<file path="src/rtl/yuhb_pkg.sv">
`timescale 1ns / 1ps
// ----------------------------------------------------------------------------
// Yaw unwrap history buffer package
// Shared codes, fixed-point constants and pipeline types.
// ----------------------------------------------------------------------------
package yuhb_pkg;

  // Command codes carried in the cmd field.
  localparam logic CMD_PUSH = 1'b0;
  localparam logic CMD_READ = 1'b1;

  // Read source codes.
  localparam logic [2:0] SRC_PITCH = 3'd0;
  localparam logic [2:0] SRC_YAW   = 3'd1;
  localparam logic [2:0] SRC_QW    = 3'd2;
  localparam logic [2:0] SRC_QX    = 3'd3;
  localparam logic [2:0] SRC_QY    = 3'd4;
  localparam logic [2:0] SRC_QZ    = 3'd5;

  // Q3.13 wrap thresholds (+/-3.0) and 2*pi.
  localparam logic signed [15:0] WRAP_HI    = 16'sd24576;
  localparam logic signed [15:0] WRAP_LO    = -16'sd24576;
  localparam logic signed [17:0] TWO_PI_Q13 = 18'sd51472;

  // Read addressing: a 6-bit age splits into a group and a slot in the group.
  localparam int AGE_W    = 6;
  localparam int SLOT_W   = 3;
  localparam int GRP_W    = AGE_W - SLOT_W;
  localparam int AGE_SPAN = 1 << AGE_W;
  localparam int N_GRP    = 1 << GRP_W;

  // Tag that travels with a word from the pick stage to the output register.
  typedef struct packed {
    logic             push;
    logic             ok;
    logic [GRP_W-1:0] grp;
  } rd_tag_t;

endpackage

</file>
<file path="src/rtl/yuhb_cell.sv">
`timescale 1ns / 1ps
// ----------------------------------------------------------------------------
// History cell
// One delay-line entry that takes its neighbor's value on every shift.
// ----------------------------------------------------------------------------
module yuhb_cell #(
  parameter int WIDTH = 16
) (
  input  logic             clk,
  input  logic             rst,
  input  logic             shift,
  input  logic [WIDTH-1:0] d,
  output logic [WIDTH-1:0] q
);

  always_ff @(posedge clk) begin
    if (rst) begin
      q <= '0;
    end else if (shift) begin
      q <= d;
    end
  end

endmodule

</file>
<file path="src/rtl/yuhb_line.sv">
`timescale 1ns / 1ps
// ----------------------------------------------------------------------------
// History line
// A chain of cells plus the first level of the read selection tree.
// ----------------------------------------------------------------------------
module yuhb_line #(
  parameter int WIDTH = 16,
  parameter int DEPTH = 40
) (
  input  logic                        clk,
  input  logic                        rst,
  input  logic                        shift,
  input  logic [WIDTH-1:0]            d,
  input  logic [yuhb_pkg::SLOT_W-1:0] slot,
  output logic [WIDTH-1:0]            pick [yuhb_pkg::N_GRP]
);
  import yuhb_pkg::*;

  logic [WIDTH-1:0] cell_q [DEPTH];
  logic [WIDTH-1:0] tap    [AGE_SPAN];

  for (genvar i = 0; i < DEPTH; i++) begin : g_cell
    yuhb_cell #(.WIDTH(WIDTH)) u_cell (
      .clk   (clk),
      .rst   (rst),
      .shift (shift),
      .d     ((i == 0) ? d : cell_q[(i == 0) ? 0 : i - 1]),
      .q     (cell_q[i])
    );
  end

  // Ages beyond the line read as zero; the range check rejects them anyway.
  for (genvar i = 0; i < AGE_SPAN; i++) begin : g_tap
    if (i < DEPTH) begin : g_live
      assign tap[i] = cell_q[i];
    end else begin : g_pad
      assign tap[i] = '0;
    end
  end

  for (genvar g = 0; g < N_GRP; g++) begin : g_pick
    assign pick[g] = tap[{GRP_W'(g), slot}];
  end

endmodule

</file>
<file path="config.mk">
export PLATFORM = sky130hd
export DESIGN_NAME = yuhb_line
export DESIGN_NICKNAME = d
export VERILOG_FILES = /design/src/rtl/yuhb_pkg.sv /design/src/rtl/yuhb_cell.sv /design/src/rtl/yuhb_line.sv
export SDC_FILE = /design/constraint.sdc
export NUM_CORES = 1
export LEC_CHECK = 0
export BUFFER_PORTS_ARGS = -buffer_cell sky130_fd_sc_hd__buf_2
export CORE_ASPECT_RATIO = 1.5
export CORE_MARGIN = 3
export CORE_UTILIZATION = 68
export CTS_BUF_LIST = sky130_fd_sc_hd__clkbuf_2
export DETAILED_ROUTE_END_ITERATION = 6
export HOLD_SLACK_MARGIN = 0.06
export PLACE_DENSITY_LB_ADDON = 0.05
export SLEW_MARGIN = 30
export SYNTH_ARGS = -nofsm -noshare
export SYNTH_HDL_FRONTEND = slang
export SYNTH_HIERARCHICAL = 1
export SYNTH_SLANG_ARGS = --single-unit
export TNS_END_PERCENT = 5
</file>
<file path="constraint.sdc">
create_clock -name clk -period 5.9 [get_ports clk]
set_input_delay 1.18 -clock clk [delete_from_list [all_inputs] [get_ports clk]]
set_output_delay 1.18 -clock clk [all_outputs]
set_load 0.02 [all_outputs]
</file>
# After elaboration in Yosys (flattened, before gate mapping)
# Index checks and enable logic that the tools add are counted.
[word_totals]
register_bits = 640
inputBits = 22
output_inout_bits = 128
wordCells = 80
[op_classes]
order_cmp = 8
mux = 24
bitwise_logic = 8
[op_table]
columns = ["operator", "count"]
rows = [
  ["binary-select mux 16 bit (select 6 bit)", 8],
  ["two-way mux 16 bit", 16],
  [">= comparator 7 bit (second input constant)", 8],
  ["inverter 6 -> 7 bit", 4],
  ["inverter 5 -> 7 bit", 2],
  ["inverter 3 -> 7 bit", 1],
  ["inverter 4 -> 7 bit", 1],
]

# Longest topological paths before layout
# Gate-level depths: netlist of the first run.
[depth]
word_depth = 4
ltp_mapped = 5
mapped_depth_nobuf = 2

# By module
# Netlist of the first run, hierarchy kept.
[modules_own_cells]
columns = ["mod", "instances", "cells_each", "area_per_inst_um2", "seq_area_each_um2"]
rows = [
  ["yuhb_cell", 40, 52, 580.6, 320.3],
  ["yuhb_line", 1, 334, 5139.9, 0.0],
]

# Least setup slack after synthesis of the first run
# OpenSTA, ideal clock, no wires.
[synth_timing]
path_type = "in2out"
from = "input slot[2] in the netlist's numbering"
to = "output pick[100] in the netlist's numbering"
t_arrival_ps = 2474
t_required_ps = 4720
path_slack_ps = 2246
stages = 5
n_path_buf = 3
path_cell_list = "buf_2 -> buf_2 -> buf_1 -> mux4_2 -> mux2_2"
[synth_rtl]
columns = ["item", "line_no", "rtl"]
rows = [
  ["start: declaration", "yuhb_line.sv:14", "input logic [yuhb_pkg::SLOT_W-1:0] slot,"],
  ["end: declaration", "yuhb_line.sv:15", "output logic [WIDTH-1:0] pick [yuhb_pkg::N_GRP]"],
]

==> impl_metrics.yaml, run 1 <==
run_status:
  status: "complete, no violations"
power:
  p_per_area_nw_per_um2: 261.6
  peakVddDrop_v: 0.0001689
  leakage_nw: 13.18
cells_and_area:
  drive_gt1_share_pct: 22.92
  finalNetCount: 2503
  finalNonFillerCells: 3151
  regMostFlops: "g_cell.u_cell/q"
  largest_reg_flops: 640
  area_growth_pct: 3.220
  top_regs: "g_cell.u_cell/q (640)"
clock_tree:
  numCtsBuffers: 146
  ctsHtreeMaxLevel: 4
  clk_pin_slew_ns: 0.12
  numClockSinks: 640
  cts-resized-gates: 0
  clkLatencyLatePin_ns: 1.06
  root_buffer: "clkbuf_2"
  cts_tree: "yes"
  cts_hold_buf: 0
  post-cts-setup-buffer-count: 0
  clk_path_buf_depth: 3
synthesis:
  synthCells: 2414
  ys_seq_elements: 640
  synth.avg_cell_area_um2: 11.75
  ys_seq_area_share_pct: 45.17
  synth_area_um2: 28360
  synth_warnings: 6
  ys_types: 12
placed_design:
  dp_cells: 2891
  port_buffers: 101
  gp_congestion: 0.7684
  dp_hpwl_um: 33700
  post-place-ws_ns: 1.492
floorplanning:
  pin_count: 150
  dieArea_um2: 44250
  die-width_um: 172.8
  fp.dieH_um: 256.1
  start_util_pct: 68.81
  placementRows: 91
  core_area_um2: 41220
critical_path:
  cp_cell_sequence: "buf_8, buf_4, mux4_2, mux2_2, buf_2"
  cp.depth: 5
  cp-start-kind: "input pin"
  critPathSlowestCell: "mux4_2"
  crit_family: "buffers and inverters"
  critPathRequiredTime_ns: 4.72
  rr_worst_depth: 2
  path_max_fanout: 43
  criticalPathCategory: "in2out"
  cp_num_buf_inv: 3
  crit_path_end_kind: "primary output"
  arrival_ns: 3.15
  slowest_delay_ns: 0.55
grt:
  grt_max_degree: 166
  grtUsageMet1_pct: 28.89
  grt_pass1_wl_um: 89660
  antenna_found_initial: 1
  globalRouteMet3Util_pct: 4.319
  grt.overflow.total: 0
  grt_usage_pct: 24.31
  grt_pass1_vias: 17890
  busiest_layer: "met2"
  met2_usage_pct: 44.22
min_path:
  hold_path_class: "in2reg"
  hold_path_depth: 3
timing:
  worst_slack_ns: 1.569
  max_slew_margin_pct: 33.83
  rsz0062_at_grt: "false"
  tns_ns: 0
  holdWs_ns: 0.3439
  skew_ns: 0.05962
  finalCritPeriodShare_pct: 73.40
  final_max_slew_viol_count: 0
  setup_viol: 0
  fmax_ghz: 0.2309
  fin_crit_ns: 4.331
  tightest_slew_ns: 0.9926
  hold_viol_final: 0
job:
  maxCapViolations: 0
routing:
  drtIter0Drc: 1076
  antenna_left: 0
  drt-wirelength-per-cell_um: 17.06
  viasPerCell: 5.520
  drc: 0
  drt_wl_total_um: 53750
  first_pass_iters: 5
  via_count: 17390
## logic make-up (layout without fill, tap and decap cells)
group         Yosys count  in the layout  synth area share (%)
mux                   880            880                 38.47
simple gates          640            640                 8.470
other cells             1             49               0.01322
flops                 640            640                 45.17
buf+inv               253            384                 7.875
## cells in the mapped netlist
master	instances	area, µm²
buf_1	43	161.4
buf_12	40	800.8
buf_2	56	280.3
buf_4	48	360.4
buf_6	51	574.3
clkbuf_1	15	56.30
conb_1	1	3.750
dfxtp_1	640	12810
mux2_2	80	900.9
mux2i_1	640	6406
mux4_2	160	3603
nor2_1	640	2402
## through the flow
| stage | power, mW | utilization [%] | instance area [µm²] |
|---|---|---|---|
| after floorplan | 4.939 | - | 28540 |
| after global placement | 4.916 | 67.67 | 27890 |
| after detailed placement | 4.919 | 67.67 | 27890 |
| after CTS | 7.769 | 71.02 | 29270 |
| after global routing | 8.020 | 71.03 | 29280 |
| final | 7.659 | 71.03 | 29280 |
## cell type report
cell class,count,area (µm²)
repair buffers,125,887.1
flip-flops and latches,640,12810
diodes,1,2.502
well taps,558,698.2
clock buffers,213,1066
clock inverters,46,316.6
fillers,3234,11940
multi-input cells,1568,13490
## power by group
part	internal (mW)	switching, mW	leakage (nW)
combinational	0.181	0.296	6.98
clock	1.18	1.66	1.04
sequential	4.33	0.0102	5.16
total	5.70	1.96	13.2
## cells in the final DEF, fill, tap and decap left out
master and instances:
clkinv_2 7, buf_4 12, nor2_1 640, clkinv_1 30, mux2i_1 640, buf_6 1, mux4_2 160, buf_8 3
buf_2 96, clkbuf_2 213, conb_1 48, clkinvlp_4 1, mux2_2 80, dfxtp_1 640, inv_2 3, buf_12 13
diode_2 1, bufinv_16 5
## worst min-delay path: stages
cell and delay, ns:
buf_2 0.08, mux2i_1 0.06, nor2_1 0.07
## per-layer routing
layer,wire length (µm),vias to the layer above,part of all wire [%]
met2,28790,263,54
met5,0,-,0
met1,22200,8532,41
li1,-,8529,-
met4,1147,0,2.1
met3,1612,70,3.0
## worst paths after layout
path                                            start                             endpoint  slack [ns]
setup / recovery                              slot[0]                            pick[108]        1.57
hold / removal                                  d[10]  g_cell[0].u_cell/q[10]$_SDFFE_PP0P_        0.34
setup reg to reg  g_cell[15].u_cell/q[7]$_SDFFE_PP0P_  g_cell[16].u_cell/q[7]$_SDFFE_PP0P_        5.06
hold reg to reg   g_cell[30].u_cell/q[4]$_SDFFE_PP0P_  g_cell[31].u_cell/q[4]$_SDFFE_PP0P_        0.49
No activity file was read; power rests on OpenSTA's default activity.
==> run 2, diff against run 1 <==
ABC_AREA = 1   (was default)
CORE_UTILIZATION = 58   (was 68)
clock period = 3.5 ns   (was 5.9 ns; I/O delays follow)
==> run 2 against run 1 <==
- the run now ends with design-rule violations left
- utilization decreased by 8.7 points
- die area increased by 47%
- largest cell class unchanged
- largest power group unchanged
- first-iteration DRC count up 68%
- register-to-register slack got worse by 2.8 ns
==> impl_metrics.yaml, run 2 <==
grt:
  grt.overflow.total: 0
  grt_usage_pct: 27.04
  grt_pass1_vias: 30020
  antenna_found_initial: 3
  grt_max_degree: 134
  grt_pass1_wl_um: 145700
routing:
  antenna_left: 0
  drt_wl_total_um: 88470
  drt-wirelength-per-cell_um: 12.26
  drtIter0Drc: 1807
  viasPerCell: 4.570
  first_pass_iters: 7
  drc: 4
  via_count: 32980
cells_and_area:
  n_fill_cell: 6314
  largest_reg_flops: 640
  top_regs: "g_cell.u_cell/q (640)"
  area_growth_pct: 5.415
  most-common-layout-cells: "nand2_1, inv_1, nor2_1, dfxtp_1, nand3_1"
  final_common_cell: "nand2_1"
  finalNetCount: 6346
  regMostFlops: "g_cell.u_cell/q"
  drive_gt1_share_pct: 7.697
synthesis:
  netlist.area_leader.share_pct: 35.78
  synthCells: 6215
  synth_area_leaders: "dfxtp_1, nand2_1, inv_1"
  synth_area_um2: 35810
  synth_ff_type: "dfxtp_1"
  synthTopCellsByCount: "nand2_1, inv_1, nor2_1"
  synth_most_common_cell: "nand2_1"
  synth_warnings: 6
  ys_seq_elements: 640
  ys_seq_area_share_pct: 35.78
  yosys.area.top_type: "dfxtp_1"
  synth-edff-count: 0
  synth.avg_cell_area_um2: 5.762
  async_flop_share_pct: 0
  ys_types: 14
power:
  leakage_nw: 21.09
  peakVddDrop_v: 0.0002816
  p_per_area_nw_per_um2: 431.2
timing:
  fin_crit_ns: 3.146
  setup_viol: 0
  rsz0062_at_grt: "false"
  hold_viol_final: 0
  fmax_ghz: 0.3178
  finalCritPeriodShare_pct: 89.90
  worst_slack_ns: 0.3536
  max_slew_margin_pct: 39.47
  tns_ns: 0
  final_max_slew_viol_count: 0
  tightest_slew_ns: 0.9079
  skew_ns: 0.04380
min_path:
  hold_path_class: "in2reg"
  min_from: "rst"
clock_tree:
  ctsHtreeMaxLevel: 4
  cts_hold_buf: 62
  post-cts-setup-buffer-count: 0
  cts-resized-gates: 0
  numClockSinks: 640
  clkLatencyLatePin_ns: 1.34
  numCtsBuffers: 160
  root_buffer: "clkbuf_2"
  clk_path_buf_depth: 3
  clk_pin_slew_ns: 0.12
  cts_tree: "yes"
placed_design:
  port_buffers: 101
  post-place-ws_ns: 0.6476
  dp_hpwl_um: 53520
  gp_congestion: 0.8116
floorplanning:
  placementRows: 110
  pin_count: 150
  start_util_pct: 59.14
  core_area_um2: 60560
  dieArea_um2: 64830
  fp.dieH_um: 310.3
  die-width_um: 208.9
critical_path:
  cp_cell_sequence: "inv_1, nand2_1, nand3_1, nand2_1, nand2_1, nand2_1, buf_2"
  cp-startpoint: "g_cell[31].u_cell/q[3]$_SDFFE_PP0P_"
  critPathRequiredTime_ns: 2.80
  cp-start-kind: "flop"
  path_common_cell: "nand2_1"
  slowest_delay_ns: 0.51
  arrival_ns: 2.45
  r2r-start: "g_cell[0].u_cell/q[4]$_SDFFE_PP0P_"
  path_max_fanout: 3
  crit_path_end_kind: "primary output"
  criticalPathCategory: "reg2out"
  crit_family: "flip-flops"
  cp_num_buf_inv: 2
  critPathSlowestCell: "dfxtp_1"
job:
  maxCapViolations: 0
run_status:
  status: "finished with violations"
  violations: "design-rule violations"
==> run 2: path summary, 6_finish.rpt <==
path                                               end  slack, ns  cells after the start
setup / recovery                              pick[67]       0.35                      7
hold / removal      g_cell[1].u_cell/q[0]$_SDFFE_PP0P_       0.35                      6
setup reg to reg    g_cell[0].u_cell/q[4]$_SDFFE_PP0P_       2.28                      3
hold reg to reg   g_cell[39].u_cell/q[15]$_SDFFE_PP0P_       0.48                      2
==> run 2: where the power goes <==
part / total, mW / internal (mW) / leakage, nW / switching, mW
Sequential: 8.12 / 7.75 / 5.29 / 0.362
Combinational: 2.94 / 1.01 / 14.7 / 1.93
Clock: 5.22 / 2.18 / 1.11 / 3.04
==> run 2: area by class of cell <==
| type | count | area [µm²] | share of cell area (%) |
|---|---|---|---|
| repair buffers | 231 | 2016 | 5.339 |
| diodes | 3 | 7.507 | 0.01989 |
| inverters | 1323 | 4985 | 13.20 |
| multi-input cells | 3968 | 15490 | 41.04 |
| flip-flops and latches | 640 | 12810 | 33.94 |
| clock buffers | 231 | 1156 | 3.062 |
| well taps | 784 | 980.9 | 2.598 |
| clock inverters | 38 | 300.3 | 0.7954 |
==> run 2: cells by family after synthesis <==
logic type	synth area share, %
buffers and inverters	21.45
AND/OR/NAND/NOR	42.76
other	0.01047
flip-flops	35.78
==> run 2: per-stage QoR <==
step	hold WS (ns)	power (mW)	instance area [µm²]	utilization (%)	std cells
finish	0.3494	16.28	37750	62.34	7218
global route	0.2601	17.36	37750	62.34	7218
CTS	0.1568	16.51	37750	62.33	7215
detailed placement	0.4625	11.16	35670	58.90	6884
global placement	0.4585	11.12	35670	58.90	6884
floorplan	0.4490	10.55	35990	-	6262
==> run 2: worst register-to-register path: cells and delay by family (launching register included) <==
kind | cells | cell delay, ns
buf+inv | 1 | 0.55
flops | 1 | 0.36
simple gates | 2 | 0.21
==> run 2: per-layer routing <==
metal	share of wire (%)	track usage (%)	vias to the layer above	wire length [µm]
met3	4.6	4.690	184	4066
met2	49	48.04	696	43460
met5	0	0	-	0
li1	-	-	17700	-
met1	43	32.04	14400	37730
met4	3.6	11.99	0	3217
