`src/rtl/yuhb_pkg.sv`:
```
`timescale 1ns / 1ps
// ----------------------------------------------------------------------------
// Yaw unwrap history buffer package
// Shared codes, fixed-point constants and pipeline types.
// ----------------------------------------------------------------------------
package yuhb_pkg;

  // Command codes carried in the cmd field.
  localparam logic CMD_PUSH = 1'b0;
  localparam logic CMD_READ = 1'b1;

  // Read source codes.
  localparam logic [2:0] SRC_PITCH = 3'd0;
  localparam logic [2:0] SRC_YAW   = 3'd1;
  localparam logic [2:0] SRC_QW    = 3'd2;
  localparam logic [2:0] SRC_QX    = 3'd3;
  localparam logic [2:0] SRC_QY    = 3'd4;
  localparam logic [2:0] SRC_QZ    = 3'd5;

  // Q3.13 wrap thresholds (+/-3.0) and 2*pi.
  localparam logic signed [15:0] WRAP_HI    = 16'sd24576;
  localparam logic signed [15:0] WRAP_LO    = -16'sd24576;
  localparam logic signed [17:0] TWO_PI_Q13 = 18'sd51472;

  // Read addressing: a 6-bit age splits into a group and a slot in the group.
  localparam int AGE_W    = 6;
  localparam int SLOT_W   = 3;
  localparam int GRP_W    = AGE_W - SLOT_W;
  localparam int AGE_SPAN = 1 << AGE_W;
  localparam int N_GRP    = 1 << GRP_W;

  // Tag that travels with a word from the pick stage to the output register.
  typedef struct packed {
    logic             push;
    logic             ok;
    logic [GRP_W-1:0] grp;
  } rd_tag_t;

endpackage

```
`src/rtl/yuhb_unwrap.sv`:
```
`timescale 1ns / 1ps
// ----------------------------------------------------------------------------
// Yaw unwrap
// Keeps the last yaw and the saturating unwrapped yaw total.
// ----------------------------------------------------------------------------
module yuhb_unwrap (
  input  logic               clk,
  input  logic               rst,
  input  logic               push,
  input  logic signed [15:0] yaw_angle,
  output logic signed [31:0] total_next,
  output logic signed [31:0] total
);
  import yuhb_pkg::*;

  logic signed [15:0] previous_yaw;
  logic signed [17:0] diff;
  logic signed [17:0] delta;
  logic signed [32:0] sum;

  always_comb begin
    diff = 18'(yaw_angle) - 18'(previous_yaw);
    if ((previous_yaw > WRAP_HI) && (yaw_angle < WRAP_LO)) begin
      delta = diff + TWO_PI_Q13;
    end else if ((previous_yaw < WRAP_LO) && (yaw_angle > WRAP_HI)) begin
      delta = diff - TWO_PI_Q13;
    end else begin
      delta = diff;
    end
    sum = 33'(total) + 33'(delta);
    if (sum[32] != sum[31]) begin
      total_next = sum[32] ? 32'sh8000_0000 : 32'sh7FFF_FFFF;
    end else begin
      total_next = sum[31:0];
    end
  end

  always_ff @(posedge clk) begin
    if (rst) begin
      previous_yaw <= '0;
      total        <= '0;
    end else if (push) begin
      previous_yaw <= yaw_angle;
      total        <= total_next;
    end
  end

endmodule

```
`config.mk`:
```
export PLATFORM = sky130hd
export DESIGN_NAME = yuhb_unwrap
export DESIGN_NICKNAME = d
export VERILOG_FILES = /design/src/rtl/yuhb_pkg.sv /design/src/rtl/yuhb_unwrap.sv
export SDC_FILE = /design/constraint.sdc
export NUM_CORES = 1
export LEC_CHECK = 0
export ABC_AREA = 1
export BUFFER_PORTS_ARGS = -buffer_cell sky130_fd_sc_hd__buf_2
export CORE_MARGIN = 1.5
export CORE_UTILIZATION = 35
export DETAILED_ROUTE_END_ITERATION = 10
export GPL_ROUTABILITY_DRIVEN = 0
export PLACE_DENSITY = 0.58
export SETUP_SLACK_MARGIN = 0.1
export SLEW_MARGIN = 20
export SYNTH_ARGS = -nofsm -noshare
export SYNTH_HDL_FRONTEND = slang
export SYNTH_SLANG_ARGS = --single-unit
```
`constraint.sdc`:
```
create_clock -name clk -period 6.1 [get_ports clk]
set_clock_uncertainty 0.15 [all_clocks]
set_input_delay 0.61 -clock clk [delete_from_list [all_inputs] [get_ports clk]]
set_output_delay 0.61 -clock clk [all_outputs]
set_load 0.05 [all_outputs]
```
### Yosys cells after proc, flatten, opt, wreduce, memory -nomap -nowiden

Index checks and enable logic that the tools add are counted.

* word-level logic and storage cells: 17
* register bits: 48
* output and inout bits: 64

* add/subtract/negate cells: 4
* equality and inequality tests: 1
* multiplexer cells: 4
* reductions and logical operators: 2
* order comparisons: 4

Operators by type and width (number)
* 32-bit 2-to-1 mux: 2
* 18-bit 2-to-1 mux: 2
* 32-bit by 18-bit adder with 33-bit output: 1
* 16-bit greater-than comparator, second input constant: 2
* 16-bit less-than comparator, second input constant: 2
* 17-bit by 17-bit adder with 18-bit output, second input constant: 1
* 17-bit by 17-bit subtractor with 18-bit output, second input constant: 1
* 16-bit by 16-bit subtractor with 17-bit output: 1
* 1-bit logical AND: 2
* 1-bit inequality test: 1

### Depth between registers and ports, before layout

Gate-level depths: netlist (run 1).

* word-level depth: 7
* depth in mapped cells: 37

### Worst setup path before layout (run 1)

Ideal clock, no wire load.

* path kind: input port to output port
* start point: input port yaw_angle[0]
* end point: output port total_next[17]
* stages: 28
* buffers on the path: 1
* slack: 0.173 ns
* required time: 5.340 ns
* data arrival time: 5.167 ns
* cell sequence: inv_1 -> ha_1 -> fa_1 -> inv_1 -> nand3_1 -> nand2_1 -> nand3_1 -> nand3_1 -> nand2_1 -> nand2_1 -> inv_1 -> nor2_1 -> nand2_1 -> inv_1 -> a21oi_1 -> o21ai_0 -> ha_1 -> a21o_1 -> a21oi_1 -> nand2_1 -> a21oi_1 -> nand2_1 -> nand2_1 -> nand2_4 -> nor2_8 -> inv_8 -> buf_6 -> nand2_1

* longest elaborated chain between the ends: 7

Ends and longest elaborated chain
* from (decl): RTL line yuhb_unwrap.sv:10 `input logic signed [15:0] yaw_angle,`
* 16-bit by 16-bit subtractor with 17-bit output or 16-bit greater-than comparator (tied branches): RTL line yuhb_unwrap.sv:22, yuhb_unwrap.sv:25
* 17-bit by 17-bit subtractor with 18-bit output or 1-bit logical AND (tied branches): RTL line yuhb_unwrap.sv:26, yuhb_unwrap.sv:25
* 18-bit 2-to-1 mux: RTL line yuhb_unwrap.sv:25 `end else if ((previous_yaw < WRAP_LO) && (yaw_angle > WRAP_HI)) begin`
* 18-bit 2-to-1 mux (*): RTL line yuhb_unwrap.sv:23 `if ((previous_yaw > WRAP_HI) && (yaw_angle < WRAP_LO)) begin`
* 32-bit by 18-bit adder with 33-bit output (*): RTL line yuhb_unwrap.sv:30 `sum = 33'(total) + 33'(delta);`
* 32-bit 2-to-1 mux or 1-bit inequality test (tied branches): RTL line yuhb_unwrap.sv:32, yuhb_unwrap.sv:31
* 32-bit 2-to-1 mux (*): RTL line yuhb_unwrap.sv:31 `if (sum[32] != sum[31]) begin`
* to (decl): RTL line yuhb_unwrap.sv:11 `output logic signed [31:0] total_next,`

Every way passes the cells marked *; elsewhere a longest branch is shown, timed or not.

### Worst setup path in the final report (run 1)

* start point: input port yaw_angle[0]
* end point: output port total_next[6]

The elaborated chain is that of the path after synthesis.

==> summary.md, run 1 <==
| Metric | Value |
|---|---|
| Setup TNS | 0 ps |
| Min-delay src | previous_yaw[6] |
| Synth warn | 0 |
| Prevailing post-synth register cell | dfxtp_1 |
| CP Class | in2out |
| Post-route ant nets | 0 |
| Largest fanout on the critical path | 9 |
| Post-synthesis compound-gate area fraction | 13.7% |
| Most used routing layer | met2 |
| Avg Vias per Cell | 4.89 |
| Routed WL | 18300 µm |
| WP data arrival | a little under 5000 ps |
| Post-Syn Nets | 1096 |
| Post-synth top cells | nand2_1 (315), inv_1 (152), nor2_1 (123) |
| Vias in the first global route | 5843 |
| N_diodes | 0 |
| Library cells used by synthesis | 40 |
| Post-synthesis mux area share | 0% |
| Worst Tran Pin Value | 957 ps |
| Clk Latency, worst-skew pair | 310 ps |
| Core ar. | 16500 µm² |
| First-pass GRT wire length | 29000 µm |
| Fillers | 1805 |
| Largest net degree at the start of global routing | 50 |
| Worst Hold Path EP | previous_yaw[6] |
| Slew HR | 36.2% |
| Nature of the critical path endpoint | output pin |
| GRT Overall Usage | 20.3% |
| M3 GR Usage | 2.95% |
| Simple-gate area share of the yosys netlist | about two fifths |
| Vias | 6474 |
| Min Clock Period, post-route | 5720 ps |
| Yosys top cell by area | nand2_1 |
| Multi-input gate area | between 4000 and 5000 µm² |
| Met1 Resource Use GR | between 20% and 30% |
| Die H | 133 µm |
| Asr flop ratio synth | 0% |
| Mapped Cells | 1025 |
| DR iter-0 viols | 370 |
| Die X | 133 µm |
| Final slew viol count | 0 |
| Post-synthesis adder-cell area fraction | between 10% and 20% |
| Clock tree sinks | 48 |
| Cell mode on critical path | nand2_1 |
| Clock H-tree levels | 2 |
| Storage element area | around 960 µm² |
| Num rows | 47 |
| Flop and latch count out of synthesis | 48 |
| HP Class | reg2reg |
| Reg-to-reg critical path endpoint | total[18] |
| Synth top area cells | nand2_1 (20%), dfxtp_1 (16%), ha_1 (11%) |
| Critical Path RT | 5340 ps |
| Final Hold Fails | 0 |
| Ratio of final minimum period to clock period | 93.8% |
| Synthesis-to-layout area growth | 16.9% |
| R2R depth | 32 |
| Sequential cell area fraction in the yosys report | 16.3% |
| CTS Buffer Depth | 2 |
| Max cap viols | 0 |
| Clock-pin slew on the worst setup and hold paths | 70 ps |
| DRC | 0 |
| CTS buffer count | 5 |
| Initial antenna violation count | 0 |
| Final setup fails | 0 |
| Largest family of logic cells by synthesized area | simple AND/OR/NAND/NOR gates |
| Worst setup SP type | input port |
| Status | completed |
| Area share of the largest cell type after synthesis | 20.1% |
| Clock root cell | clkbuf_16 |
| Hold Path Depth | 2 |
| Initial Util | 35.7% |
| Layout net count | approximately 1.2k |
| Routed len/inst | 13.8 µm |
| Share of layout cells above drive strength 1 | 13.8% |
| Crit path largest cell delay | 410 ps |
| Ports | 83 |
| CP Launch Point | yaw_angle[0] |
| Top-count cell post-synth | nand2_1 |
| CP max stage cell | fa_1 |
| Post-synth EDFFs | 0 |
| Die ar. | 17600 µm² |
| CTS tree | built |
| GR Layer Usage met2 | 32.5% |
| First-pass DRT Iterations | 5 |
| Global route total overflow | 0 |
| Reg2Reg Setup Slack | 1380 ps |
| HPWL Detailed | roughly 14000 µm |
| PortBufs | 82 |
| Synth Area in XOR/XNOR | ~5.2% |
| Fmax | 175 MHz |
| RSZ-0062 raised after global routing | yes |
| Reg-to-Reg Start | previous_yaw[4] |
| Cell area after synthesis | a little under 6000 µm² |
| Mapped Avg Cell Area | 5.73 µm² |
[cells in the final DEF (no fill, tap or decap), drive strengths merged, types with 2 or more instances in the layout]
cell / netlist / final
a21o: 4 / 4
a21oi: 73 / 73
and2: 2 / 2
and3: 3 / 3
buf: 10 / 80
clkbuf: 11 / 16
clkinv: 0 / 3
dfxtp: 48 / 48
fa: 2 / 2
ha: 50 / 50
inv: 156 / 157
nand2: 340 / 340
nand3: 60 / 60
nand3b: 2 / 2
nand4: 14 / 14
nor2: 126 / 126
nor3: 11 / 11
nor4: 3 / 3
o21a: 2 / 2
o21ai: 61 / 61
o21bai: 7 / 7
xnor2: 7 / 7
xor2: 28 / 28
[sequential cells by signal (all words and copies together) (netlist names)]
register / count
total: 32
previous_yaw: 16
[critical path: cells and delay by family]
| kind | cells | cell delay (ps) |
|---|---|---|
| compound gates | 4 | 580 |
| buf+inv | 8 | 890 |
| fa+ha+maj | 4 | 1150 |
| xor+xnor | 2 | 340 |
| simple gates | 14 | 1360 |
[routing by layer]
| layer | vias to the layer above | wire, µm |
|---|---|---|
| met3 | 12 | 777 |
| met5 | - | 0 |
| met4 | 0 | 177 |
| li1 | 3420 | - |
| met2 | 164 | 7890 |
| met1 | 2878 | 9440 |
[cells by family after synthesis]
family                   after synthesis
AO/OA/AOI/OAI                        151
XOR/XNOR                              35
adder cells (fa/ha/maj)               52
buffers and inverters                177
flip-flops                            48
AND/OR/NAND/NOR                      562
[timing repair]
| item | 4_1_cts | 5_1_grt |
|---|---|---|
| setup endpoints to repair | 0 | 31 |
| resized for setup | 0 | 34 |
| buffers inserted | 0 | 3 |
| hold buffers | 0 | 0 |
[worst max path at each step]
stage	endpoint	cells past startpoint
6_report	total_next[6]	32
5_1_grt	total_next[28]	32
4_1_cts	total_next[29]	31
3_5_place_dp	total_next[29]	31
3_3_place_gp	total_next[29]	33
2_1_floorplan	total_next[17]	28
[stage by stage]
stage               area (µm²)  instances  setup WS [ps]  utilization (%)  hold WS [ps]
finish                    6870       1325            376             41.7           335
global placement          6520       1312            252             39.6           316
detailed placement        6520       1312            255             39.6           323
CTS                       6690       1320            247             40.6           335
global route              6870       1325           63.7             41.7           356
floorplan                 5880       1025            173                -           298
[cell type report]
cell class	instances	share of cell area, %
inverter	156	8.90
multi-input combinational	800	61.9
clock inverter	3	0.692
clock buffer	5	1.82
tap	220	4.01
timing repair inverter	2	0.328
sequential	48	14.0
timing repair buffer	91	8.34
Power of run 1 is not shown: default switching activity piles up to over one toggle a cycle in this logic, so the estimate is an artifact.
==> run 2, diff against run 1 <==
CTS_BUF_LIST = sky130_fd_sc_hd__clkbuf_4   (was not set)
==> summary.md, run 2 (synthesized netlist as in run 1, its figures left out) <==
| Metric | Value |
|---|---|
| Clk Latency, worst-skew pair | 430 ps (+120 ps) |
| CP max stage cell | fa_1 |
| CTS tree | built |
| Most common cell after layout, fill and taps aside | nand2_1 |
| Vias | 6502 (+0.43%) |
| DRC | 0 (unchanged) |
| Die H | 133 µm (unchanged) |
| Initial Util | 35.7% (unchanged) |
| Max cap viols | 0 (unchanged) |
| Cell mode on critical path | nand2_1 |
| Crit path largest cell delay | 410 ps (about the same) |
| Final slew viol count | 0 (unchanged) |
| Core ar. | 16500 µm² (unchanged) |
| Critical Path RT | 5340 ps (about the same) |
| N_diodes | 0 (unchanged) |
| Die ar. | 17600 µm² (unchanged) |
| Clock tree sinks | 48 (unchanged) |
| Clock H-tree levels | 2 (unchanged) |
| HPWL Detailed | 14400 µm (unchanged) |
| Routed WL | 18400 µm (+0.66%) |
| CP Class | reg2out |
| Die X | 133 µm (unchanged) |
| CTS buffer count | 5 (unchanged) |
| Fillers | 1798 (-0.39%) |
| Avg Vias per Cell | 4.90 (+0.36%) |
| Status | completed |
| Worst Tran Pin Value | 946 ps (-10.9 ps) |
| Largest Register | total |
| Min Clock Period, post-route | 5660 ps (-63.0 ps) |
| Num rows | 47 (unchanged) |
| Setup TNS | 0 ps (unchanged) |
| Final setup fails | 0 (unchanged) |
| DR iter-0 viols | 429 (+16%) |
| RSZ-0062 raised after global routing | no |
| Worst setup SP type | flop |
| WP data arrival | 4900 ps (-60 ps) |
| Post-route ant nets | 0 (unchanged) |
| Share of layout cells above drive strength 1 | 14.9% (+1.1 points) |
| HP Class | in2reg |
| PortBufs | 82 (unchanged) |
| Fmax | 177 MHz (+1.1%) |
| Initial antenna violation count | 0 (unchanged) |
| First-pass GRT wire length | 29000 µm (about the same) |
| Biggest regs | total x32, previous_yaw x16 |
| Final Hold Fails | 0 (unchanged) |
| Ratio of final minimum period to clock period | 92.8% (-1.0 points) |
| Nature of the critical path endpoint | output pin |
| Most frequent cells in the layout | nand2_1 (309), inv_1 (152), nor2_1 (118) |
| GRT Overall Usage | 20.3% (-0.057 points) |
| Slew HR | 36.9% (+0.72 points) |
| Ports | 83 (unchanged) |
| Multi-input gate area | 4320 µm² (+1.4%) |
| CTS Hold Bufs | 0 (unchanged) |
| Max reg flops | 32 (unchanged) |
| Layout net count | 1176 (+0.085%) |
| Storage element area | 961 µm² (unchanged) |
| Largest fanout on the critical path | 18 (+9) |
| CTS Buffer Depth | 2 (unchanged) |
| First-pass DRT Iterations | 5 (unchanged) |
| Routed len/inst | 13.9 µm (+0.58%) |
| Clock root cell | clkbuf_4 |
| Clock-pin slew on the worst setup and hold paths | 160 ps (+90 ps) |
| Global route total overflow | 0 (unchanged) |
| Synthesis-to-layout area growth | 17.2% |
| Vias in the first global route | 5867 (+0.41%) |
| Largest net degree at the start of global routing | 50 (unchanged) |
run 2: cell count changes in the layout (fill, tap and decap cells not counted):
cell,previous run,this run
nor2_1,122,118
nand2_1,312,309
clkbuf_4,11,22
buf_2,69,55
buf_6,0,1
a21oi_2,10,12
ha_1,49,47
nor2_2,3,7
buf_4,6,14
clkbuf_16,5,0
ha_4,0,3
nand2_2,15,18
ha_2,1,0
a21oi_1,63,61
run 2: per-stage QoR:
| stage | hold slack (ps) | util [%] | worst slack [ps] | instance area [µm²] | instances |
|---|---|---|---|---|---|
| floorplan | 298 | - | 173 | 5880 | 1025 |
| global placement | 316 | 39.6 | 252 | 6520 | 1312 |
| detailed placement | 323 | 39.6 | 255 | 6520 | 1312 |
| CTS | 283 | 40.1 | 209 | 6600 | 1320 |
| global route | 287 | 41.8 | 72.2 | 6890 | 1326 |
| finish | 314 | 41.8 | 439 | 6890 | 1326 |
run 2: metal layers:
layer  wire (µm)  GRT usage, %  part of all wire [%]
met5           0             0                     0
met3         880          2.91                   4.8
met2        8010          32.1                    44
met1        9290          29.2                    50
met4         224          4.27                   1.2
run 2: worst paths after layout:
path / start / to / slack [ps] / cells past startpoint
hold / removal: yaw_angle[0] / previous_yaw[0] / 310 / 3
setup / recovery: previous_yaw[0] / total_next[29] / 440 / 31
hold reg to reg: previous_yaw[5] / previous_yaw[5] / 340 / 2
setup reg to reg: previous_yaw[0] / total[18] / 1440 / 32
run 2: critical path, delay by kind of cell, from the launching register on:
kind            cells  cell delay (ps)
xor+xnor            2              350
flops               1              360
simple gates       17             1660
compound gates      2              260
buf+inv             6              730
fa+ha+maj           4             1120
run 2: final cells by class:
type	count	area share (%)
clock buffer	5	0.545
clock inverter	3	0.690
inverter	156	8.88
multi-input combinational	800	62.6
sequential	48	13.9
tap	220	3.99
timing repair buffer	92	8.99
timing repair inverter	2	0.327
run 2: repair_timing:
item                                    CTS  global route
endpoints found under the setup margin    0            31
resized for setup                         0            69
setup buffers                             0             4
Power of run 2 is left out for the same reason.
